### config.mk
export PLATFORM = sky130hd
export DESIGN_NAME = speck64_128_block_cipher
export DESIGN_NICKNAME = d
export VERILOG_FILES = /design/src/rtl/spk_pkg.sv /design/src/rtl/speck64_128_block_cipher.sv /design/src/rtl/spk_key_cell.sv /design/src/rtl/spk_key_sched.sv /design/src/rtl/spk_round_unit.sv
export SDC_FILE = /design/constraint.sdc
export NUM_CORES = 2
export LEC_CHECK = 0
export BUFFER_PORTS_ARGS = -buffer_cell sky130_fd_sc_hd__buf_4
export CAP_MARGIN = 20
export CORE_UTILIZATION = 30
export DETAILED_ROUTE_END_ITERATION = 8
export GPL_TIMING_DRIVEN = 0
export PLACE_DENSITY = 0.56
export SLEW_MARGIN = 10
export SYNTH_ARGS = -nofsm -noshare
export SYNTH_HDL_FRONTEND = slang
export SYNTH_SLANG_ARGS = --single-unit
### constraint.sdc
create_clock -name clk_i -period 27.2 [get_ports clk_i]
set_input_delay 4.08 -clock clk_i [delete_from_list [all_inputs] [get_ports clk_i]]
set_output_delay 4.08 -clock clk_i [all_outputs]
set_load 0.005 [all_outputs]
### src/rtl/spk_pkg.sv
// Shared types, constants and round functions for the Speck64/128 cipher.
// Used by every module under rtl; depends on nothing else.
package spk_pkg;

  localparam int unsigned ROUNDS    = 27;
  localparam int unsigned WORD_W    = 32;
  localparam int unsigned BLOCK_W   = 2 * WORD_W;
  localparam int unsigned KEY_W     = 64;
  localparam int unsigned ROT_X     = 8;
  localparam int unsigned ROT_Y     = 3;
  localparam int unsigned CNT_W     = (ROUNDS > 1) ? $clog2(ROUNDS) : 1;
  localparam int unsigned CFG_IDX_W = 2;

  localparam logic [CNT_W-1:0]     LAST_RND     = CNT_W'(ROUNDS - 1);
  localparam logic [CFG_IDX_W-1:0] REG_KEY_LOW  = CFG_IDX_W'(0);
  localparam logic [CFG_IDX_W-1:0] REG_KEY_HIGH = CFG_IDX_W'(1);

  typedef logic [WORD_W-1:0] word_t;

  // Direction of the round-key chain: left moves keys toward cell 0
  typedef enum logic [1:0] {
    SH_HOLD,
    SH_LEFT,
    SH_RIGHT
  } shift_e;

  typedef struct packed {
    logic   seed;    // load the schedule words from the key registers
    logic   expand;  // advance the schedule, feed a new key into the tail
    shift_e shift;
  } ks_ctl_t;

  typedef enum logic [2:0] {
    ST_SEED,
    ST_EXPAND,
    ST_IDLE,
    ST_ROUND,
    ST_DONE
  } state_e;

  // One forward round; returns {x, y}
  function automatic logic [BLOCK_W-1:0] spk_fwd(word_t x, word_t y, word_t k);
    word_t xn;
    word_t yn;
    xn = ((x >> ROT_X) | (x << (WORD_W - ROT_X))) + y;
    xn = xn ^ k;
    yn = ((y << ROT_Y) | (y >> (WORD_W - ROT_Y))) ^ xn;
    return {xn, yn};
  endfunction

  // One inverse round; returns {x, y}
  function automatic logic [BLOCK_W-1:0] spk_inv(word_t x, word_t y, word_t k);
    word_t yt;
    word_t yn;
    word_t xt;
    word_t xn;
    yt = x ^ y;
    yn = (yt >> ROT_Y) | (yt << (WORD_W - ROT_Y));
    xt = (x ^ k) - yn;
    xn = (xt << ROT_X) | (xt >> (WORD_W - ROT_X));
    return {xn, yn};
  endfunction

endpackage

### src/rtl/speck64_128_block_cipher.sv
// Speck64/128 block cipher, one round per clock over a chain of round-key cells.
// A block taken in ST_IDLE runs its rounds in ST_ROUND; ST_DONE loads the result.
// The next block is taken only after that load; counter and key chain serve one block.
// Key expansion (ST_SEED, ST_EXPAND) runs after reset and after each key register
// write; no input or configuration transfer is taken meanwhile.
// Reset (rst_ni low, asynchronous): key registers clear to zero, then expand.
module speck64_128_block_cipher (
  input  logic                          clk_i,
  input  logic                          rst_ni,
  // configuration write channel
  input  logic                          cfg_valid_i,
  output logic                          cfg_ready_o,
  input  logic [spk_pkg::CFG_IDX_W-1:0] cfg_index_i,
  input  logic [spk_pkg::KEY_W-1:0]     cfg_data_i,
  // input stream
  input  logic                          s_axis_tvalid,
  output logic                          s_axis_tready,
  input  logic [spk_pkg::BLOCK_W-1:0]   s_axis_tdata,  // [63:0] block_in
  input  logic                          s_axis_tuser,  // [0] kind
  // output stream
  output logic                          m_axis_tvalid,
  input  logic                          m_axis_tready,
  output logic [spk_pkg::BLOCK_W-1:0]   m_axis_tdata   // [63:0] block_out
);
  import spk_pkg::*;

  state_e state_q, state_d;
  logic [CNT_W-1:0] cnt_q, cnt_d;
  logic decrypt_q;
  logic [KEY_W-1:0] key_low_q;
  logic [KEY_W-1:0] key_high_q;
  logic out_valid_q, out_valid_d;
  logic [BLOCK_W-1:0] out_data_q;

  logic cfg_fire;
  logic in_fire;
  logic key_write;
  logic rnd_load;
  logic rnd_step;
  logic out_load;
  ks_ctl_t ks_ctl;
  word_t head_key;
  word_t tail_key;
  word_t rnd_key;
  logic [BLOCK_W-1:0] rnd_block;

  assign cfg_fire  = cfg_valid_i && cfg_ready_o;
  assign in_fire   = s_axis_tvalid && s_axis_tready;
  assign key_write = cfg_fire && ((cfg_index_i == REG_KEY_LOW) ||
                                  (cfg_index_i == REG_KEY_HIGH));

  // Next state
  always_comb begin
    state_d = state_q;
    case (state_q)
      ST_SEED:   state_d = ST_EXPAND;
      ST_EXPAND: if (cnt_q == LAST_RND) state_d = ST_IDLE;
      ST_IDLE: begin
        if (key_write) begin
          state_d = ST_SEED;
        end else if (in_fire) begin
          state_d = ST_ROUND;
        end
      end
      ST_ROUND:  if (cnt_q == LAST_RND) state_d = ST_DONE;
      ST_DONE:   if (!out_valid_q || m_axis_tready) state_d = ST_IDLE;
      default:   state_d = ST_SEED;
    endcase
  end

  // Outputs of the controller
  always_comb begin
    cfg_ready_o   = 1'b0;
    s_axis_tready = 1'b0;
    rnd_load      = 1'b0;
    rnd_step      = 1'b0;
    out_load      = 1'b0;
    ks_ctl.seed   = 1'b0;
    ks_ctl.expand = 1'b0;
    ks_ctl.shift  = SH_HOLD;
    case (state_q)
      ST_SEED: ks_ctl.seed = 1'b1;
      ST_EXPAND: begin
        ks_ctl.expand = 1'b1;
        ks_ctl.shift  = SH_LEFT;
      end
      ST_IDLE: begin
        // configuration wins a tie with an incoming block
        cfg_ready_o   = 1'b1;
        s_axis_tready = !cfg_valid_i;
        rnd_load      = 1'b1;
      end
      ST_ROUND: begin
        rnd_step     = 1'b1;
        ks_ctl.shift = decrypt_q ? SH_RIGHT : SH_LEFT;
      end
      ST_DONE: out_load = !out_valid_q || m_axis_tready;
      default: ks_ctl.shift = SH_HOLD;
    endcase
  end

  // Round counter shared by expansion and by the rounds of encryption and decryption
  always_comb begin
    cnt_d = '0;
    if ((state_q == ST_EXPAND) || (state_q == ST_ROUND)) begin
      cnt_d = (cnt_q == LAST_RND) ? '0 : cnt_q + CNT_W'(1);
    end
  end

  always_comb begin
    out_valid_d = out_valid_q;
    if (out_load) begin
      out_valid_d = 1'b1;
    end else if (m_axis_tready) begin
      out_valid_d = 1'b0;
    end
  end

  always_ff @(posedge clk_i or negedge rst_ni) begin
    if (!rst_ni) begin
      state_q     <= ST_SEED;
      cnt_q       <= '0;
      key_low_q   <= '0;
      key_high_q  <= '0;
      out_valid_q <= 1'b0;
    end else begin
      state_q     <= state_d;
      cnt_q       <= cnt_d;
      out_valid_q <= out_valid_d;
      if (cfg_fire && (cfg_index_i == REG_KEY_LOW)) begin
        key_low_q <= cfg_data_i;
      end
      if (cfg_fire && (cfg_index_i == REG_KEY_HIGH)) begin
        key_high_q <= cfg_data_i;
      end
    end
  end

  // Payload: selector of the running block and the result register
  always_ff @(posedge clk_i) begin
    if (in_fire) begin
      decrypt_q <= s_axis_tuser;
    end
    if (out_load) begin
      out_data_q <= rnd_block;
    end
  end

  spk_key_sched u_key_sched (
    .clk_i      (clk_i),
    .ctl_i      (ks_ctl),
    .key_low_i  (key_low_q),
    .key_high_i (key_high_q),
    .idx_i      (cnt_q),
    .head_key_o (head_key),
    .tail_key_o (tail_key)
  );

  // Encryption reads keys from the head, decryption from the tail
  assign rnd_key = decrypt_q ? tail_key : head_key;

  spk_round_unit u_round (
    .clk_i     (clk_i),
    .load_i    (rnd_load),
    .step_i    (rnd_step),
    .decrypt_i (decrypt_q),
    .block_i   (s_axis_tdata),
    .key_i     (rnd_key),
    .block_o   (rnd_block)
  );

  assign m_axis_tvalid = out_valid_q;
  assign m_axis_tdata  = out_data_q;

  // Assertions
  a_no_cfg_with_block: assert property (@(posedge clk_i) disable iff (!rst_ni)
    !(cfg_fire && in_fire))
    else $error("configuration and block transfer in the same cycle");

  a_key_write_seeds: assert property (@(posedge clk_i) disable iff (!rst_ni)
    key_write |=> (state_q == ST_SEED))
    else $error("key write did not restart the expansion");

  a_last_round_done: assert property (@(posedge clk_i) disable iff (!rst_ni)
    (state_q == ST_ROUND) && (cnt_q == LAST_RND) |=> (state_q == ST_DONE))
    else $error("round sequence did not finish after the last round");

  a_cnt_range: assert property (@(posedge clk_i) disable iff (!rst_ni)
    cnt_q <= LAST_RND)
    else $error("round counter out of range");

  a_done_waits: assert property (@(posedge clk_i) disable iff (!rst_ni)
    (state_q == ST_DONE) && out_valid_q && !m_axis_tready |=>
      (state_q == ST_DONE) && $stable(out_data_q))
    else $error("result overwritten while output stalled");

endmodule

### src/rtl/spk_key_cell.sv
// One cell of the round-key chain: holds a single round key.
// Depends on spk_pkg for the word type and shift directions.
module spk_key_cell (
  input  logic             clk_i,
  input  spk_pkg::shift_e  shift_i,
  input  spk_pkg::word_t   from_left_i,
  input  spk_pkg::word_t   from_right_i,
  output spk_pkg::word_t   key_o
);
  import spk_pkg::*;

  word_t key_q;
  word_t key_d;

  always_comb begin
    case (shift_i)
      SH_LEFT:  key_d = from_right_i;
      SH_RIGHT: key_d = from_left_i;
      default:  key_d = key_q;
    endcase
  end

  always_ff @(posedge clk_i) begin
    key_q <= key_d;
  end

  assign key_o = key_q;

endmodule

### src/rtl/spk_key_sched.sv
// Key expansion and the circular chain of round-key cells.
// Depends on spk_pkg and spk_key_cell.
module spk_key_sched (
  input  logic                      clk_i,
  input  spk_pkg::ks_ctl_t          ctl_i,
  input  logic [spk_pkg::KEY_W-1:0] key_low_i,
  input  logic [spk_pkg::KEY_W-1:0] key_high_i,
  input  logic [spk_pkg::CNT_W-1:0] idx_i,
  output spk_pkg::word_t            head_key_o,
  output spk_pkg::word_t            tail_key_o
);
  import spk_pkg::*;

  word_t a_q, a_d;
  word_t l0_q, l0_d;
  word_t l1_q, l1_d;
  word_t l2_q, l2_d;
  logic [BLOCK_W-1:0] step;
  word_t tail_in;
  word_t cell_key [ROUNDS];

  // Schedule step: round function with the round index as key
  assign step = spk_fwd(l0_q, a_q, WORD_W'(idx_i));

  always_comb begin
    a_d  = a_q;
    l0_d = l0_q;
    l1_d = l1_q;
    l2_d = l2_q;
    if (ctl_i.seed) begin
      a_d  = key_low_i[WORD_W-1:0];
      l0_d = key_low_i[KEY_W-1:WORD_W];
      l1_d = key_high_i[WORD_W-1:0];
      l2_d = key_high_i[KEY_W-1:WORD_W];
    end else if (ctl_i.expand) begin
      // rotate the three schedule words, updated one goes to the back
      a_d  = step[WORD_W-1:0];
      l0_d = l1_q;
      l1_d = l2_q;
      l2_d = step[BLOCK_W-1:WORD_W];
    end
  end

  always_ff @(posedge clk_i) begin
    a_q  <= a_d;
    l0_q <= l0_d;
    l1_q <= l1_d;
    l2_q <= l2_d;
  end

  // Tail takes the fresh key while expanding, else the chain wraps around
  assign tail_in = ctl_i.expand ? a_q : cell_key[0];

  for (genvar i = 0; i < ROUNDS; i++) begin : g_cell
    word_t left_w;
    word_t right_w;
    if (i == 0) begin : g_first
      assign left_w = cell_key[ROUNDS-1];
    end else begin : g_mid_l
      assign left_w = cell_key[i-1];
    end
    if (i == ROUNDS - 1) begin : g_last
      assign right_w = tail_in;
    end else begin : g_mid_r
      assign right_w = cell_key[i+1];
    end
    spk_key_cell u_cell (
      .clk_i        (clk_i),
      .shift_i      (ctl_i.shift),
      .from_left_i  (left_w),
      .from_right_i (right_w),
      .key_o        (cell_key[i])
    );
  end

  assign head_key_o = cell_key[0];
  assign tail_key_o = cell_key[ROUNDS-1];

endmodule

### src/rtl/spk_round_unit.sv
// Round datapath: holds x and y and applies one round per cycle while step_i is high.
// Depends on spk_pkg for the round functions.
module spk_round_unit (
  input  logic                        clk_i,
  input  logic                        load_i,
  input  logic                        step_i,
  input  logic                        decrypt_i,
  input  logic [spk_pkg::BLOCK_W-1:0] block_i,
  input  spk_pkg::word_t              key_i,
  output logic [spk_pkg::BLOCK_W-1:0] block_o
);
  import spk_pkg::*;

  word_t x_q, x_d;
  word_t y_q, y_d;
  logic [BLOCK_W-1:0] res;

  assign res = decrypt_i ? spk_inv(x_q, y_q, key_i) : spk_fwd(x_q, y_q, key_i);

  always_comb begin
    x_d = x_q;
    y_d = y_q;
    if (load_i) begin
      x_d = block_i[BLOCK_W-1:WORD_W];
      y_d = block_i[WORD_W-1:0];
    end else if (step_i) begin
      x_d = res[BLOCK_W-1:WORD_W];
      y_d = res[WORD_W-1:0];
    end
  end

  always_ff @(posedge clk_i) begin
    x_q <= x_d;
    y_q <= y_d;
  end

  assign block_o = {x_q, y_q};

endmodule

==> run summary <==
The HPWL after detailed placement was 125000 um. For the pin with the worst max-slew slack, the measured transition is 1.19 ns. For this run, the share of the core covered by cells in the final layout is 35.1%.

The number of global-route vias before repair is 35200. In this run the worst path has a maximum fanout of 4. The tools report the critical path capture point type as an output port. Across the run, the number of max-cap violations was 0. After synthesis, the largest area contributor takes up 57.7% of total cell area. TritonCTS built the clock tree. The buffer and inverter count on the worst path is 2. The die covers 0.196 mm^2. The initial antenna violation count is 9, and the initial cell density of the core is 30.3%. The number of detailed-route iterations in the first pass was 5. Leaving out fill and tap cells, the most frequent cell in the layout is sky130_fd_sc_hd__edfxtp_1. During synthesis, Yosys emitted a total of 0 warnings. Dividing the detail-routed via count by the number of cells gives 4.93. The number of fill cells in the layout was 18700; the area growth from synthesis to final layout was 16.0%. Detailed router's first-iteration violation count: 2868. The worst setup path is launched from an input port.

For the net count of the mapped netlist, the log shows 4157. Counting every sink on the clock net gives 1258. The flow ran to the end, and the final reports show no timing, DRC or antenna violations. The core region is 0.193 mm^2.

The family with the most delay on the worst path is buffers and inverters. The wire length of the first global-routing pass came out at 241000 um. For the maximum root-to-sink buffer count, the log shows 3. Synthesis produced 3922 cells.

The sum of overflow across all layers after global routing is 0. Including well taps, the total number of placed cells is 6668. In this run the count of I/O pins placed on the die edge is 203. The tools report the number of pins exceeding their max-slew limit in the final report as 0. The dominant synthesized flop cell was sky130_fd_sc_hd__edfxtp_1. Yosys attributes the largest share of cell area to sky130_fd_sc_hd__edfxtp_1 58%, sky130_fd_sc_hd__mux2_2 19%, sky130_fd_sc_hd__dfrtp_1 5.9%. At the worst endpoint, the required time is 23.12 ns. For the total number of vias, the log shows 34100.

The tree is rooted in a sky130_fd_sc_hd__clkbuf_16. The arrival time reported for the critical path endpoint is 4.43 ns. Clock-pin slew was measured on the worst setup and hold paths at 0.06 ns. Summed over all nets, wire length on met3 after detailed routing comes to 8960 um. Worst-case clock skew: 0.0369 ns. Of the cells placed in the final design, the portion with a size suffix greater than 1 is 32.0%. The worst path uses 31.3% of the clock period. The logs give 76400 um for the met2 wirelength from detailed routing and 63.6% for the sequential fraction of the synthesis area. The setup TNS after final layout was 0 ns; the count of port buffers added during placement was 202. After detailed routing, the number of remaining DRC violations is 0. For the count of distinct cell types in the synthesized netlist, the log shows 69. The setup slack of the critical path after layout came out at 18.69 ns. The clock latency on the worst-skew pair is 0.76 ns, and the overall die height is 443 um. For the wire length after detailed routing, the log shows 166000 um. The post-CTS setup buffer count came out at 0. The top cell types in the final layout, fill and taps aside, are 1121 x sky130_fd_sc_hd__edfxtp_1, 970 x sky130_fd_sc_hd__mux2_2, 398 x sky130_fd_sc_hd__nand2_1.

The cell taking the most area after synthesis is sky130_fd_sc_hd__edfxtp_1. Static timing analysis puts the maximum clock frequency at 0.117 GHz. The average routed wire per standard cell came out at 24.0 um. Number of gates resized after cts: 0. The clock period minus worst slack works out to 8.51 ns. The peak per-stage delay on the critical path works out to 0.13 ns.

Entering global routing, the biggest net connects 120 pins. Setup repair after global routing left no endpoint under its margin. The run gives 0 as the final count of hold timing violations. The total standard cell area after synthesis is 0.0583 mm^2. The synthesized area per cell is 14.9 um^2, and the width of the chip is 443 um. In this run, CTS created clock tree buffers numbering 134. The highest layer touched by signal routing is met5. After synthesis the netlist holds a flip-flop and latch count of 1258. Global routing used 16.6% of the available tracks across all layers. The worst hold path belongs to the class reg -> reg. In this run the remaining antenna-violating nets after routing total 0. Number of H-tree branching levels: 4. Of all flip-flops after synthesis, the portion carrying an async set or reset was 10.9%. The detailed router put a total of 77100 um of wire on met1. Leaving out filler cells and counting taps, the final layout contains 6909. The worst setup path category was in -> out.

The cell row count was 161; the post-cts hold buffer count was 0. Setup violations remaining at the end of the flow were counted as 0. OpenSTA, run right after detailed placement, puts the worst setup slack at 18.68 ns. Routability-driven placement finished with a final weighted congestion of 0.898.

The synthesized design contains 1121 enable-type register cells. The final layout contains 4514 nets. The relative slew slack came out at 21.0%.

The highest-delay cell along the critical path is sky130_fd_sc_hd__buf_4. By instance count, the cell type seen most on the critical path is sky130_fd_sc_hd__buf_4. The critical path goes through buf_4 -> nor2_1 -> buf_4.
## stage by stage
stage | instance area [um^2] | hold WS (ns)
finish | 67700 | 0.505
global route | 67700 | 0.520
CTS | 67700 | 0.508
detailed placement | 63500 | 0.494
global placement | 63000 | 0.489
floorplan | 58300 | 0.477
## path summary, 6_finish.rpt
kind / startpoint / to / slack, ns / cells after the start
min in group asynchronous: rst_ni / key_high_q[60]$_DFFE_PN0P_ / 3.21 / 1
setup / recovery: cfg_valid_i / s_axis_tready / 18.69 / 3
hold reg to reg: key_high_q[37]$_DFFE_PN0P_ / key_high_q[37]$_DFFE_PN0P_ / 0.50 / 1
max in group asynchronous: rst_ni / state_q[0]$_DFFE_PN0P_ / 23.11 / 2
setup reg to reg: decrypt_q$_DFFE_PP_ / u_round.x_q[6]$_DFFE_PP_ / 19.45 / 18
hold / removal: key_high_q[37]$_DFFE_PN0P_ / key_high_q[37]$_DFFE_PN0P_ / 0.50 / 1
## per-layer routing
layer  track usage (%)  vias up
li1                  -    15500
met1              23.4    17600
met2              26.1      832
met3              3.16      196
met4              4.31        6
met5                 0        -
## kinds of logic (layout without fill, tap and decap cells)
group	Yosys count	count (layout)	synth area share, %
xor+xnor	247	247	3.73
other cells	0	1	0
buf+inv	202	662	1.31
compound gates	434	434	4.62
simple gates	640	640	4.62
flops	1258	1258	63.6
mux	1042	1042	20.0
fa+ha+maj	99	99	2.16
## Yosys cell counts (4+ instances only)
master,count
sky130_fd_sc_hd__a211oi_1,17
sky130_fd_sc_hd__a21o_1,50
sky130_fd_sc_hd__a21oi_1,131
sky130_fd_sc_hd__a221o_1,4
sky130_fd_sc_hd__a22oi_1,6
sky130_fd_sc_hd__a31oi_1,7
sky130_fd_sc_hd__and2_1,8
sky130_fd_sc_hd__and3_1,9
sky130_fd_sc_hd__buf_1,14
sky130_fd_sc_hd__buf_2,6
sky130_fd_sc_hd__clkbuf_1,161
sky130_fd_sc_hd__dfrtp_1,137
sky130_fd_sc_hd__edfxtp_1,1121
sky130_fd_sc_hd__ha_1,96
sky130_fd_sc_hd__inv_1,20
sky130_fd_sc_hd__mux2_2,970
sky130_fd_sc_hd__mux2i_1,72
sky130_fd_sc_hd__nand2_1,398
sky130_fd_sc_hd__nand2b_1,11
sky130_fd_sc_hd__nand3_1,23
sky130_fd_sc_hd__nand4_1,4
sky130_fd_sc_hd__nor2_1,123
sky130_fd_sc_hd__nor2b_1,21
sky130_fd_sc_hd__nor3_1,13
sky130_fd_sc_hd__nor3b_1,6
sky130_fd_sc_hd__nor4_1,4
sky130_fd_sc_hd__o2111ai_1,4
sky130_fd_sc_hd__o211ai_1,9
sky130_fd_sc_hd__o21a_1,14
sky130_fd_sc_hd__o21ai_0,128
sky130_fd_sc_hd__o21ai_1,15
sky130_fd_sc_hd__o21bai_1,10
sky130_fd_sc_hd__o31ai_1,6
sky130_fd_sc_hd__or3_1,5
sky130_fd_sc_hd__xnor2_1,187
sky130_fd_sc_hd__xor2_1,59
## final cells by class
| cell class | instances | area, um^2 | share of cell area (%) |
|---|---|---|---|
| Buffer | 181 | 687 | 1.02 |
| Clock buffer | 172 | 3630 | 5.37 |
| Sequential cell | 1258 | 37100 | 54.8 |
| Tap cell | 2526 | 3160 | 4.67 |
| Timing Repair Buffer | 221 | 1950 | 2.88 |
| Antenna cell | 1 | 2.50 | 0.00370 |
| Inverter | 21 | 86.3 | 0.128 |
| Clock inverter | 67 | 559 | 0.827 |
| Multi-Input combinational cell | 2462 | 20500 | 30.3 |
## flip-flops by register name, summed over array words and instances, names as in the netlist
name,cells
key_low_q,64
u_key_sched.l1_q,32
u_key_sched.l0_q,32
u_key_sched.g_cell.u_cell.key_o,864
decrypt_q,1
u_round.x_q,32
m_axis_tvalid,1
cnt_q,5
u_round.y_q,32
m_axis_tdata,64
state_q,3
key_high_q,64
u_key_sched.l2_q,32
u_key_sched.a_q,32
Power is left out: the tool's default activity adds up to more than one toggle a clock period on the data nets, which glitch-free logic cannot reach.
